==> src/rtl/core/vfv_pkg.sv <==
// Shared types and constants for the voxel face visibility block.
`timescale 1ns / 1ps
`default_nettype none

package vfv_pkg;

    localparam int COORD_BITS = 6;
    localparam int ROW_BITS   = 2 * COORD_BITS;
    localparam int WORD_BITS  = 1 << COORD_BITS;
    localparam int ROWS       = 1 << ROW_BITS;

    localparam int CHUNK_SIDE_DEF = 16;
    localparam int MAX_CHUNKS_DEF = 4;

    localparam int CFG_W     = 3;
    localparam int CFG_IDX_W = 2;
    localparam int FACE_W    = 6;

    localparam logic [CFG_IDX_W-1:0] CFG_CHUNKS_X = 2'd0;
    localparam logic [CFG_IDX_W-1:0] CFG_CHUNKS_Y = 2'd1;
    localparam logic [CFG_IDX_W-1:0] CFG_CHUNKS_Z = 2'd2;

    localparam logic [CFG_W-1:0] CHUNKS_RESET = 3'd4;

    localparam logic MODE_SET   = 1'b0;
    localparam logic MODE_QUERY = 1'b1;

    typedef enum logic [3:0] {
        ST_CLEAR,
        ST_IDLE,
        ST_SET_RD,
        ST_SET_WR,
        ST_Q_C,
        ST_Q_YM,
        ST_Q_YP,
        ST_Q_XM,
        ST_Q_XP,
        ST_Q_DONE
    } state_t;

    typedef enum logic [2:0] {
        ROW_C,
        ROW_YM,
        ROW_YP,
        ROW_XM,
        ROW_XP
    } row_sel_t;

    typedef struct packed {
        logic     clear_step;
        logic     capture;
        logic     rd_en;
        row_sel_t row_sel;
        logic     set_wr;
        logic     cap_centre;
        logic     cap_ym;
        logic     cap_yp;
        logic     cap_xm;
        logic     out_load;
    } cmd_t;

    typedef struct packed {
        logic clear_last;
        logic out_blocked;
    } status_t;

endpackage

`default_nettype wire

==> src/rtl/core/vfv_ctrl.sv <==
// Sequencer for clearing, set and query transactions.
`timescale 1ns / 1ps
`default_nettype none

module vfv_ctrl
    import vfv_pkg::*;
(
    input  wire logic    clk,
    input  wire logic    rst_n,
    input  wire logic    in_valid,
    input  wire logic    mode,
    output logic         in_stall,
    input  wire status_t status,
    output cmd_t         cmd
);

    state_t state_reg;
    state_t state_next;

    always_ff @(posedge clk or negedge rst_n)
    begin
        if (!rst_n)
        begin
            state_reg <= ST_CLEAR;
        end
        else
        begin
            state_reg <= state_next;
        end
    end

    always_comb
    begin
        state_next = state_reg;
        case (state_reg)
            ST_CLEAR:
            begin
                if (status.clear_last)
                begin
                    state_next = ST_IDLE;
                end
            end
            ST_IDLE:
            begin
                if (in_valid)
                begin
                    state_next = (mode == MODE_QUERY) ? ST_Q_C : ST_SET_RD;
                end
            end
            ST_SET_RD: state_next = ST_SET_WR;
            ST_SET_WR: state_next = ST_IDLE;
            ST_Q_C:    state_next = ST_Q_YM;
            ST_Q_YM:   state_next = ST_Q_YP;
            ST_Q_YP:   state_next = ST_Q_XM;
            ST_Q_XM:   state_next = ST_Q_XP;
            ST_Q_XP:   state_next = ST_Q_DONE;
            ST_Q_DONE:
            begin
                if (!status.out_blocked)
                begin
                    state_next = ST_IDLE;
                end
            end
            default:   state_next = ST_CLEAR;
        endcase
    end

    always_comb
    begin
        cmd      = '0;
        cmd.row_sel = ROW_C;
        in_stall = 1'b1;
        case (state_reg)
            ST_CLEAR:
            begin
                cmd.clear_step = 1'b1;
            end
            ST_IDLE:
            begin
                in_stall    = 1'b0;
                cmd.capture = in_valid;
            end
            ST_SET_RD:
            begin
                cmd.rd_en   = 1'b1;
                cmd.row_sel = ROW_C;
            end
            ST_SET_WR:
            begin
                cmd.set_wr  = 1'b1;
                cmd.row_sel = ROW_C;
            end
            ST_Q_C:
            begin
                cmd.rd_en   = 1'b1;
                cmd.row_sel = ROW_C;
            end
            ST_Q_YM:
            begin
                cmd.rd_en      = 1'b1;
                cmd.row_sel    = ROW_YM;
                cmd.cap_centre = 1'b1;
            end
            ST_Q_YP:
            begin
                cmd.rd_en   = 1'b1;
                cmd.row_sel = ROW_YP;
                cmd.cap_ym  = 1'b1;
            end
            ST_Q_XM:
            begin
                cmd.rd_en   = 1'b1;
                cmd.row_sel = ROW_XM;
                cmd.cap_yp  = 1'b1;
            end
            ST_Q_XP:
            begin
                cmd.rd_en   = 1'b1;
                cmd.row_sel = ROW_XP;
                cmd.cap_xm  = 1'b1;
            end
            ST_Q_DONE:
            begin
                cmd.out_load = !status.out_blocked;
            end
            default:
            begin
                cmd = '0;
            end
        endcase
    end

endmodule

`default_nettype wire

==> config.mk <==
export PLATFORM = sky130hd
export DESIGN_NAME = vfv_ctrl
export DESIGN_NICKNAME = d
export VERILOG_FILES = /design/src/rtl/core/vfv_pkg.sv /design/src/rtl/core/vfv_ctrl.sv
export SDC_FILE = /design/constraint.sdc
export NUM_CORES = 1
export LEC_CHECK = 0
export ABC_CLOCK_PERIOD_IN_PS = 1000
export BUFFER_PORTS_ARGS = -buffer_cell sky130_fd_sc_hd__buf_2
export CORE_AREA = 2 2 39 41
export DETAILED_ROUTE_END_ITERATION = 8
export DIE_AREA = 0 0 41 43
export PLACE_DENSITY = 0.55
export SYNTH_ARGS = -nofsm -noshare
export SYNTH_HDL_FRONTEND = slang
export SYNTH_SLANG_ARGS = --single-unit
==> constraint.sdc <==
create_clock -name clk -period 1 [get_ports clk]
set_input_delay 0.1 -clock clk [delete_from_list [all_inputs] [get_ports clk]]
set_output_delay 0.1 -clock clk [all_outputs]
set_load 0.01 [all_outputs]
==> results of run 1 <==
layout make-up:
| class | instances | area [sq um] |
|---|---|---|
| Sequential cell | 4 | 105 |
| Fill cell | 139 | 616 |
| Timing Repair Buffer | 41 | 310 |
| Inverter | 1 | 3.75 |
| Tap cell | 16 | 20.0 |
| Multi-Input combinational cell | 38 | 307 |
| Clock buffer | 3 | 22.5 |
cell families (layout without fill, tap and decap cells):
logic type             Yosys count  in the layout
buffers and inverters            5             45
DFF                              4              4
and+or+nand+nor                 28             28
AOI/OAI and AO/OA                9              9
muxes                            1              1
power groups by stage:
stage                     combinational, mW  sequential, mW  clock [mW]
after CTS                              1.61           0.375       0.207
after detailed placement               1.19           0.352           0
after global placement                 1.19           0.342           0
after floorplan                       0.776           0.285           0
after global routing                   1.88           0.392       0.218
final                                  1.71           0.373       0.206
synth_stat cells (2+ instances only):
library cell / count
dfrtp_1: 4
and2_1: 2
a21oi_1: 3
nor2b_1: 3
buf_2: 3
nand2_1: 5
o21ai_1: 2
nand2b_1: 6
nor3_1: 4
nor2_1: 5
how the worst max path moves through the flow:
stage | end | slack, ns | depth (start not counted)
2_1_floorplan | cmd[1] | -0.04 | 3
3_3_place_gp | cmd[10] | -0.11 | 4
3_5_place_dp | cmd[11] | -0.13 | 3
4_1_cts | cmd[11] | -0.32 | 3
5_1_grt | cmd[3] | -0.37 | 4
6_report | cmd[11] | -0.31 | 3
metal layers:
| layer | GRT usage [%] | share of wire [%] | vias to the layer above | routed length, um |
|---|---|---|---|---|
| met1 | 18.6 | 41 | 215 | 460 |
| met5 | 0 | 0 | - | 0 |
| met3 | 3.14 | 4.5 | 0 | 50 |
| met2 | 23.8 | 54 | 15 | 599 |
| li1 | - | - | 241 | - |
| met4 | 8.00 | 0 | 0 | 0 |
repair_timing:
| action | CTS | global route |
|---|---|---|
| setup endpoints to repair | 17 | 17 |
| resized for setup | 26 | 6 |
| endpoints found under the hold margin | 4 | 0 |
| hold buffers | 1 | 0 |
| pin swaps | 5 | 3 |
| buffers inserted | 6 | 3 |
per-stage QoR:
step / util, % / total power, mW / area [sq um] / cells
2_1_floorplan: - / 1.06 / 380 / 47
3_3_place_gp: 40.2 / 1.53 / 557 / 91
5_1_grt: 55.5 / 2.49 / 768 / 103
4_1_cts: 52.8 / 2.19 / 731 / 101
6_report: 55.5 / 2.29 / 768 / 103
3_5_place_dp: 40.2 / 1.54 / 557 / 91
==> results.yml, run 1 <==
job:
  cap_violations: 0
sta:
  drv_slew: 0
  timing_worst_slew_pin_value_ns: 0.201
  final.min_clock_period_ns: 1.31
  worst_clock_skew_ns: 0.00228
  finalSetupTns_ns: -3.69
  timing_hold_violations_final: 0
  timing.slew.headroom_pct: 86.6
  rsz0062_at_grt: "true"
  finalSetupViolCount: 17
  fin_crit_sh_pct: 131
  fin_hold_ws_ns: 0.196
  max_clock_freq_mhz: 764
  setup_slack_ns: -0.309
pwr:
  cellPowerDensity_nw_per_um2: 2980
  reg_power_share_pct: 16.3
  p_clk_share_pct: 9.0
  internal_power_mw: 1.37
  power.switching_uw: 920
  vdd.ir_drop.worst_mv: 1.43
  combinationalPowerShare_pct: 74.8
  p_leak_nw: 0.384
  p_sw_share_pct: 40.1
worst_setup_path:
  critical_path.n_buffers_inverters: 2
  worst_ep_required_time_ns: 0.90
  nature_of_the_critical_path_startpoint: "register"
  rrSetupSlack_ns: -0.15
  crit_chain: "buf_6 -> nor4_2 -> buf_2"
  r2r_end: "state_reg[0]$_DFFE_PN0P_"
  worst_path_max_delay_cell: "dfrtp_2"
  worst_ep_arrival_time_ns: 1.21
  critPathMaxStageDelay_ns: 0.44
  worst_r2r_startpoint: "state_reg[0]$_DFFE_PN0P_"
  critPathMaxFanout: 8
  critical-path-top-delay-family: "flip-flops"
  crit_path_start: "state_reg[0]$_DFFE_PN0P_"
  setup.worst_path.end_class: "output pin"
  reg2regPathDepth: 4
  worst-setup-path-type: "register to output pin"
die:
  core_area_sq_um: 1380
  design.die.area_sq_um: 1760
  die_height_um: 43
  number_of_rows_created_at_floorplan: 14
  die_width_um: 41
  design.portCount: 19
  start_util_pct: 24.8
clock_network:
  clock-root-buffer: "clkbuf_4"
  number_of_cts_inserted_buffers: 3
  number_of_clock_sinks_seen_by_cts: 4
  clk_latency_ns: 0.23
  clock_path_buffers: 2
  tritoncts: "yes"
  clkSlewWorstSetupHoldPaths_ns: 0.04
  cts_htree_levels: 1
grt:
  maximum_number_of_pins_on_one_net_before_global_route_repair: 9
  grt_antenna_before_repair: 0
  grt_first_pass_wirelength_um: 1840
  grt_util_overall_pct: 15.2
  grt_overflow_total: 0
  via_count_of_the_first_global_routing_pass: 455
synth:
  synth_compound_area_share_pct: 16.1
  synth_xor_xnor_area_share_pct: 0
  synthDistinctLibCells: 20
  ranking_of_synthesized_cells_by_area: "dfrtp_1, nand2b_1, nor3_1, nand2_1, nor2_1"
  synthesis.nets: 53
  synth_fa_ha_area_share_pct: 0
  synthArstFlopShare_pct: 100
  ys_seq_area_share_pct: 29.2
  synth_top_flop_cell: "dfrtp_1"
  synth_area_leader_cell: "dfrtp_1"
  avgSynthCellArea_sq_um: 7.29
  netlist_area_sq_um: 343
  combinational_family_with_the_most_area_after_synthesis: "simple AND/OR/NAND/NOR gates"
  synth_simple_gate_area_share_pct: 44.2
  yosysWarningCount: 0
  yosys-mux-area-fraction_pct: 2.92
  synth_edf_count: 0
  synth_top_area_share_pct: 29.2
  number_of_synthesized_register_bits: 4
  postSynthCellCount: 47
route:
  vias: 471
  route.final.wire_length_um: 1110
  drt_pre_antenna_iters: 4
  route.detailed.drc: 0
  antenna_violating_nets_left: 0
  drt_iter0_markers: 11
  routed_wl_per_cell_um: 10.8
  avgViaCountPerCell: 4.57
outcome:
  run_status: "complete, but fails checks"
  violations: "setup timing"
cells_and_area:
  layout.cells.most_common_list: "buf_2, buf_4, buf_6"
  nNetsFinal: 95
  drive_gt1_share_pct: 75.9
  diode_insertion_count_for_antenna_repair: 0
  syn2layout_area_growth_pct: 124
  largest_register_ffs: 4
hold_path:
  holdCritPathClass: "input pin to async pin"
placed_design:
  post-place-ws_ns: -0.127
  dp_hpwl_um: 806
  gpl.final_weighted_congestion: 0.752
  io_buffers: 18
Note: power is estimated with default switching activity, not from simulation.
==> inputs of run 2 (changes only) <==
--- a/config.mk
+++ b/config.mk
@@ -10,6 +10,8 @@
 export CORE_AREA = 2 2 39 41
 export DETAILED_ROUTE_END_ITERATION = 8
 export DIE_AREA = 0 0 41 43
+export GPL_TIMING_DRIVEN = 0
+export HOLD_SLACK_MARGIN = 0.08
 export PLACE_DENSITY = 0.55
 export SYNTH_ARGS = -nofsm -noshare
 export SYNTH_HDL_FRONTEND = slang
==> run 2 against run 1 <==
Against the previous run: the run still ends with setup timing left; combinational power up 3%; global-route usage decreased by 1.5 points; hold slack better by 0.016 ns; wire length grew 14%; clock skew hardly changed; worst setup slack worse by 0.054 ns; final area decreased by 4.1%; maximum frequency fell by 4.0%; sequential share of layout area increased by 0.24 points; critical path depth rose by 1; first-iteration DRC count fell by 64%; critical endpoint unchanged; largest power group unchanged; highest routed layer unchanged.
==> results.yml, run 2 (synthesized netlist as in run 1, its figures left out) <==
outcome:
  run_status: "complete, but fails checks"
  violations: "setup timing"
placed_design:
  dpl_cell_area_sq_um: 490
  dp_hpwl_um: 680
  dpl.cell_count: 81
  gpl.final_weighted_congestion: 0.740
  io_buffers: 18
worst_setup_path:
  worst_ep_arrival_time_ns: 1.26
  critPathMaxFanout: 6
  setup.worst_path.end_class: "output pin"
  worst_ep_required_time_ns: 0.90
  worst-setup-path-type: "register to output pin"
  nature_of_the_critical_path_startpoint: "register"
pwr:
  p_leak_nw: 0.359
  cellPowerDensity_nw_per_um2: 3110
  vdd.ir_drop.worst_mv: 1.19
die:
  design.die.area_sq_um: 1760
  die_height_um: 43
  design.portCount: 19
  core_area_sq_um: 1380
  die_width_um: 41
  start_util_pct: 24.8
  number_of_rows_created_at_floorplan: 14
hold_path:
  holdCritPathClass: "input pin to register"
grt:
  grt_antenna_before_repair: 0
  grt_overflow_total: 0
  grt_util_overall_pct: 13.7
  grt_first_pass_wirelength_um: 1660
  maximum_number_of_pins_on_one_net_before_global_route_repair: 11
  via_count_of_the_first_global_routing_pass: 431
route:
  met1Wirelength_um: 515
  drt_pre_antenna_iters: 2
  avgViaCountPerCell: 4.60
  met3_length_um: 76
  vias: 446
  drt_iter0_markers: 4
  top_signal_layer_used: "met3"
  route.detailed.drc: 0
  route.final.wire_length_um: 1260
  routed_wl_per_cell_um: 13.0
  met2_wirelength_um: 672
  antenna_violating_nets_left: 0
clock_network:
  clkSlewWorstSetupHoldPaths_ns: 0.04
  number_of_clock_sinks_seen_by_cts: 4
  cts_htree_levels: 1
  tritoncts: "yes"
  number_of_cts_inserted_buffers: 3
  clock_path_buffers: 2
  clk_latency_ns: 0.23
  clock-root-buffer: "clkbuf_4"
cells_and_area:
  largest_register_ffs: 4
  final_common_cell: "buf_2"
  syn2layout_area_growth_pct: 115
  layout.cells.most_common_list: "buf_2, buf_6, buf_4"
  final.fill_count: 127
  nNetsFinal: 89
  utilization_pct: 53.3
  design_area_sq_um: 737
  stdcell_count: 97
  drive_gt1_share_pct: 72.8
  diode_insertion_count_for_antenna_repair: 0
sta:
  timing_hold_violations_final: 0
  worst_clock_skew_ns: 0.00270
  final.min_clock_period_ns: 1.36
  timing_worst_slew_pin_value_ns: 0.227
  finalSetupTns_ns: -4.29
  fin_crit_sh_pct: 136
  timing.slew.headroom_pct: 84.9
  rsz0062_at_grt: "true"
  drv_slew: 0
  max_clock_freq_mhz: 734
  setup_slack_ns: -0.363
  finalSetupViolCount: 17
job:
  cap_violations: 0
==> run 2: cell types whose count changed in the layout (fill, tap and decap cells not counted), sizes merged <==
cell / previous run / this run
buf: 40 / 34
==> run 2: worst paths after layout <==
check / from / endpoint / slack, ns / cells after the start
hold reg to reg: state_reg[1]$_DFFE_PN0P_ / state_reg[1]$_DFFE_PN0P_ / 0.67 / 3
setup reg to reg: state_reg[0]$_DFFE_PN0P_ / state_reg[0]$_DFFE_PN0P_ / -0.18 / 4
hold / removal: mode / state_reg[1]$_DFFE_PN0P_ / 0.21 / 4
setup / recovery: state_reg[2]$_DFFE_PN0P_ / cmd[11] / -0.36 / 4
max in group asynchronous: rst_n / state_reg[0]$_DFFE_PN0P_ / 0.64 / 2
min in group asynchronous: rst_n / state_reg[2]$_DFFE_PN0P_ / 0.23 / 2
==> run 2: worst max-delay path: stages (launching register included) <==
cell	delay, ns
dfrtp_1	0.38
buf_6	0.15
buf_6	0.11
nor4_2	0.23
buf_2	0.16
==> run 2: area by class of cell <==
type / count / area [sq um] / area share [%]
buffer: 4 / 45.0 / 6.11
clock buffer: 3 / 22.5 / 3.06
inverter: 1 / 3.75 / 0.509
multi-input combinational: 38 / 323 / 43.8
sequential: 4 / 103 / 13.9
tap: 16 / 20.0 / 2.72
timing repair buffer: 31 / 220 / 29.9
==> run 2: repair_timing <==
action	CTS	global route
hold buffers	1	0
resized for setup	14	14
hold endpoints to repair	4	0
endpoints found under the setup margin	17	17
setup buffers	6	5
pin swaps	11	5
cloned	0	1
==> run 2: power breakdown <==
group / internal [mW] / leakage, nW / switching (mW)
logic: 0.945 / 0.297 / 0.818
registers: 0.236 / 0.0482 / 0.0911
clock network: 0.134 / 0.0138 / 0.0652
==> run 2: metrics by stage <==
stage          hold WS [ns]  worst slack (ns)  power (mW)
5_1_grt               0.228            -0.415        2.42
2_1_floorplan        -0.196           -0.0381        1.06
3_5_place_dp        -0.0944            -0.152        1.35
6_report              0.211            -0.363        2.29
3_3_place_gp        -0.0961            -0.147        1.35
4_1_cts               0.193            -0.334        1.92
==> run 2: routing by layer <==
metal / global-route usage (%) / vias to the layer above
met5: 0 / -
met2: 25.3 / 17
met3: 3.14 / 0
met4: 3.33 / 0
li1: - / 228
met1: 14.4 / 201
==> inputs of run 3 (changes only) <==
--- a/config.mk
+++ b/config.mk
@@ -16,3 +16,4 @@
 export SYNTH_ARGS = -nofsm -noshare
 export SYNTH_HDL_FRONTEND = slang
 export SYNTH_SLANG_ARGS = --single-unit
+export TNS_END_PERCENT = 5
==> run 3 against run 2 <==
Against the previous run: the run still ends with setup timing left; final area down 17%; maximum frequency is 1.5% higher; hold slack got worse by 0.037 ns; first-iteration DRC count decreased by 75%; count of clock-buffer cells in the layout unchanged; final cell count decreased by 7.2%; critical endpoint is now cmd[9].
==> results.yml, run 3 (synthesized netlist as in run 1, its figures left out) <==
sta:
  timing.slew.headroom_pct: 86.0
  setup_slack_ns: -0.342
  worst_clock_skew_ns: 0.00131
  fin_hold_ws_ns: 0.175
  timing_worst_slew_pin_value_ns: 0.210
  max_clock_freq_mhz: 745
  rsz0062_at_grt: "true"
  fin_crit_sh_pct: 134
  timing_hold_violations_final: 0
  final.min_clock_period_ns: 1.34
  finalSetupViolCount: 17
  drv_slew: 0
clock_network:
  tritoncts: "yes"
  number_of_cts_inserted_buffers: 3
  clk_latency_ns: 0.24
  clock_path_buffers: 2
  clkSlewWorstSetupHoldPaths_ns: 0.04
  cts_htree_levels: 1
  clock-root-buffer: "clkbuf_4"
  number_of_clock_sinks_seen_by_cts: 4
pwr:
  vdd.ir_drop.worst_mv: 1.10
  p_total_mw: 1.84
  p_clk_share_pct: 11.0
  cellPowerDensity_nw_per_um2: 3010
  reg_power_share_pct: 16.7
  combinationalPowerShare_pct: 72.2
  p_leak_nw: 0.304
  internal_power_mw: 1.04
  power.switching_uw: 805
  p_sw_share_pct: 43.7
worst_setup_path:
  crit_chain: "buf_6 -> nor2_2 -> mux2i_1 -> o21ai_1 -> buf_2"
  nature_of_the_critical_path_startpoint: "register"
  rrSetupSlack_ns: -0.18
  critical_path.n_buffers_inverters: 2
  setup.worst_path.end_class: "output pin"
  worst-setup-path-type: "register to output pin"
  worst_ep_arrival_time_ns: 1.24
  critPathMaxStageDelay_ns: 0.38
  critical-path-top-delay-family: "flip-flops"
  critPathMaxFanout: 7
  worst_path_max_delay_cell: "dfrtp_1"
  worst_ep_required_time_ns: 0.90
placed_design:
  post-place-ws_ns: -0.148
  io_buffers: 18
  gpl.final_weighted_congestion: 0.776
  dp_hpwl_um: 664
grt:
  via_count_of_the_first_global_routing_pass: 389
  maximum_number_of_pins_on_one_net_before_global_route_repair: 11
  grt_first_pass_wirelength_um: 1660
  grt_antenna_before_repair: 0
  grt_util_overall_pct: 15.1
  grt_overflow_total: 0
die:
  die_height_um: 43
  number_of_rows_created_at_floorplan: 14
  core_area_sq_um: 1380
  start_util_pct: 24.8
  die_width_um: 41
  design.die.area_sq_um: 1760
  design.portCount: 19
route:
  top_signal_layer_used: "met4"
  antenna_violating_nets_left: 0
  route.detailed.drc: 0
  met1Wirelength_um: 444
  drt_pre_antenna_iters: 3
  vias: 427
  drt_iter0_markers: 1
  routed_wl_per_cell_um: 11.6
  avgViaCountPerCell: 4.74
  met3_length_um: 65
  route.final.wire_length_um: 1040
  met2_wirelength_um: 489
cells_and_area:
  final-seq-area_sq_um: 100
  layout.cells.most_common_list: "buf_2, buf_6"
  multi_input_comb_area_sq_um: 273
  final_common_cell: "buf_2"
  diode_insertion_count_for_antenna_repair: 0
  final.fill_count: 148
  syn2layout_area_growth_pct: 78.5
  nNetsFinal: 82
  drive_gt1_share_pct: 58.1
  largest_register_ffs: 4
outcome:
  violations: "setup timing"
  run_status: "complete, but fails checks"
job:
  cap_violations: 0
hold_path:
  holdCritPathClass: "input pin to register"
## run 3: changes by cell type in the layout (fill, tap and decap cells not counted), moves of 2 or more
cell	previous run	this run
a21oi_2	2	0
dfrtp_2	2	0
buf_6	8	6
nor2_4	2	0
buf_4	8	4
dfrtp_1	2	4
a21oi_1	1	3
## run 3: metrics by stage
step	TNS, ns	utilization, %	instances	cell area, sq um
4_1_cts	-4.04	42.7	90	591
3_3_place_gp	-1.42	34.5	81	478
3_5_place_dp	-1.45	34.5	81	478
5_1_grt	-5.01	44.2	90	612
6_report	-4.00	44.2	90	612
2_1_floorplan	-0.210	-	47	368
## run 3: power groups by stage
stage / Clock, mW / Sequential [mW] / Combinational (mW)
finish: 0.204 / 0.309 / 1.33
detailed placement: 0 / 0.291 / 1.01
global route: 0.230 / 0.312 / 1.46
global placement: 0 / 0.292 / 1.00
floorplan: 0 / 0.277 / 0.735
CTS: 0.205 / 0.295 / 1.27
## run 3: final cells by class
type | count | area share, %
flip-flops and latches | 4 | 16.4
plain buffers | 4 | 7.36
well taps | 16 | 3.27
repair buffers | 24 | 24.1
inverters | 1 | 0.613
multi-input cells | 38 | 44.6
clock buffers | 3 | 3.68
## run 3: timing repair
action,CTS,global route
endpoints found under the setup margin,17,17
hold buffers,1,0
hold endpoints to repair,4,0
setup buffers,5,0
resized for setup,11,5
pin swaps,5,1
## run 3: routing by layer
metal  vias up  track usage (%)
met2        19             22.5
met1       189             15.6
met4         0             12.0
met5         -                0
li1        214                -
met3         5             6.28
## run 3: worst paths after layout
path | startpoint | to | depth (start not counted)
min in group asynchronous | rst_n | state_reg[1]$_DFFE_PN0P_ | 2
worst max-delay path | state_reg[2]$_DFFE_PN0P_ | cmd[9] | 5
max in group asynchronous | rst_n | state_reg[2]$_DFFE_PN0P_ | 2
worst max register to register | state_reg[0]$_DFFE_PN0P_ | state_reg[2]$_DFFE_PN0P_ | 4
worst min register to register | state_reg[1]$_DFFE_PN0P_ | state_reg[1]$_DFFE_PN0P_ | 3
worst min-delay path | in_valid | state_reg[0]$_DFFE_PN0P_ | 4
## run 3: worst register-to-register path: cells and delay by family (launching register included)
family,cells,cell delay [ns]
AND/OR/NAND/NOR,2,0.28
buffers and inverters,1,0.17
flip-flops,1,0.44
AO/OA/AOI/OAI,1,0.23
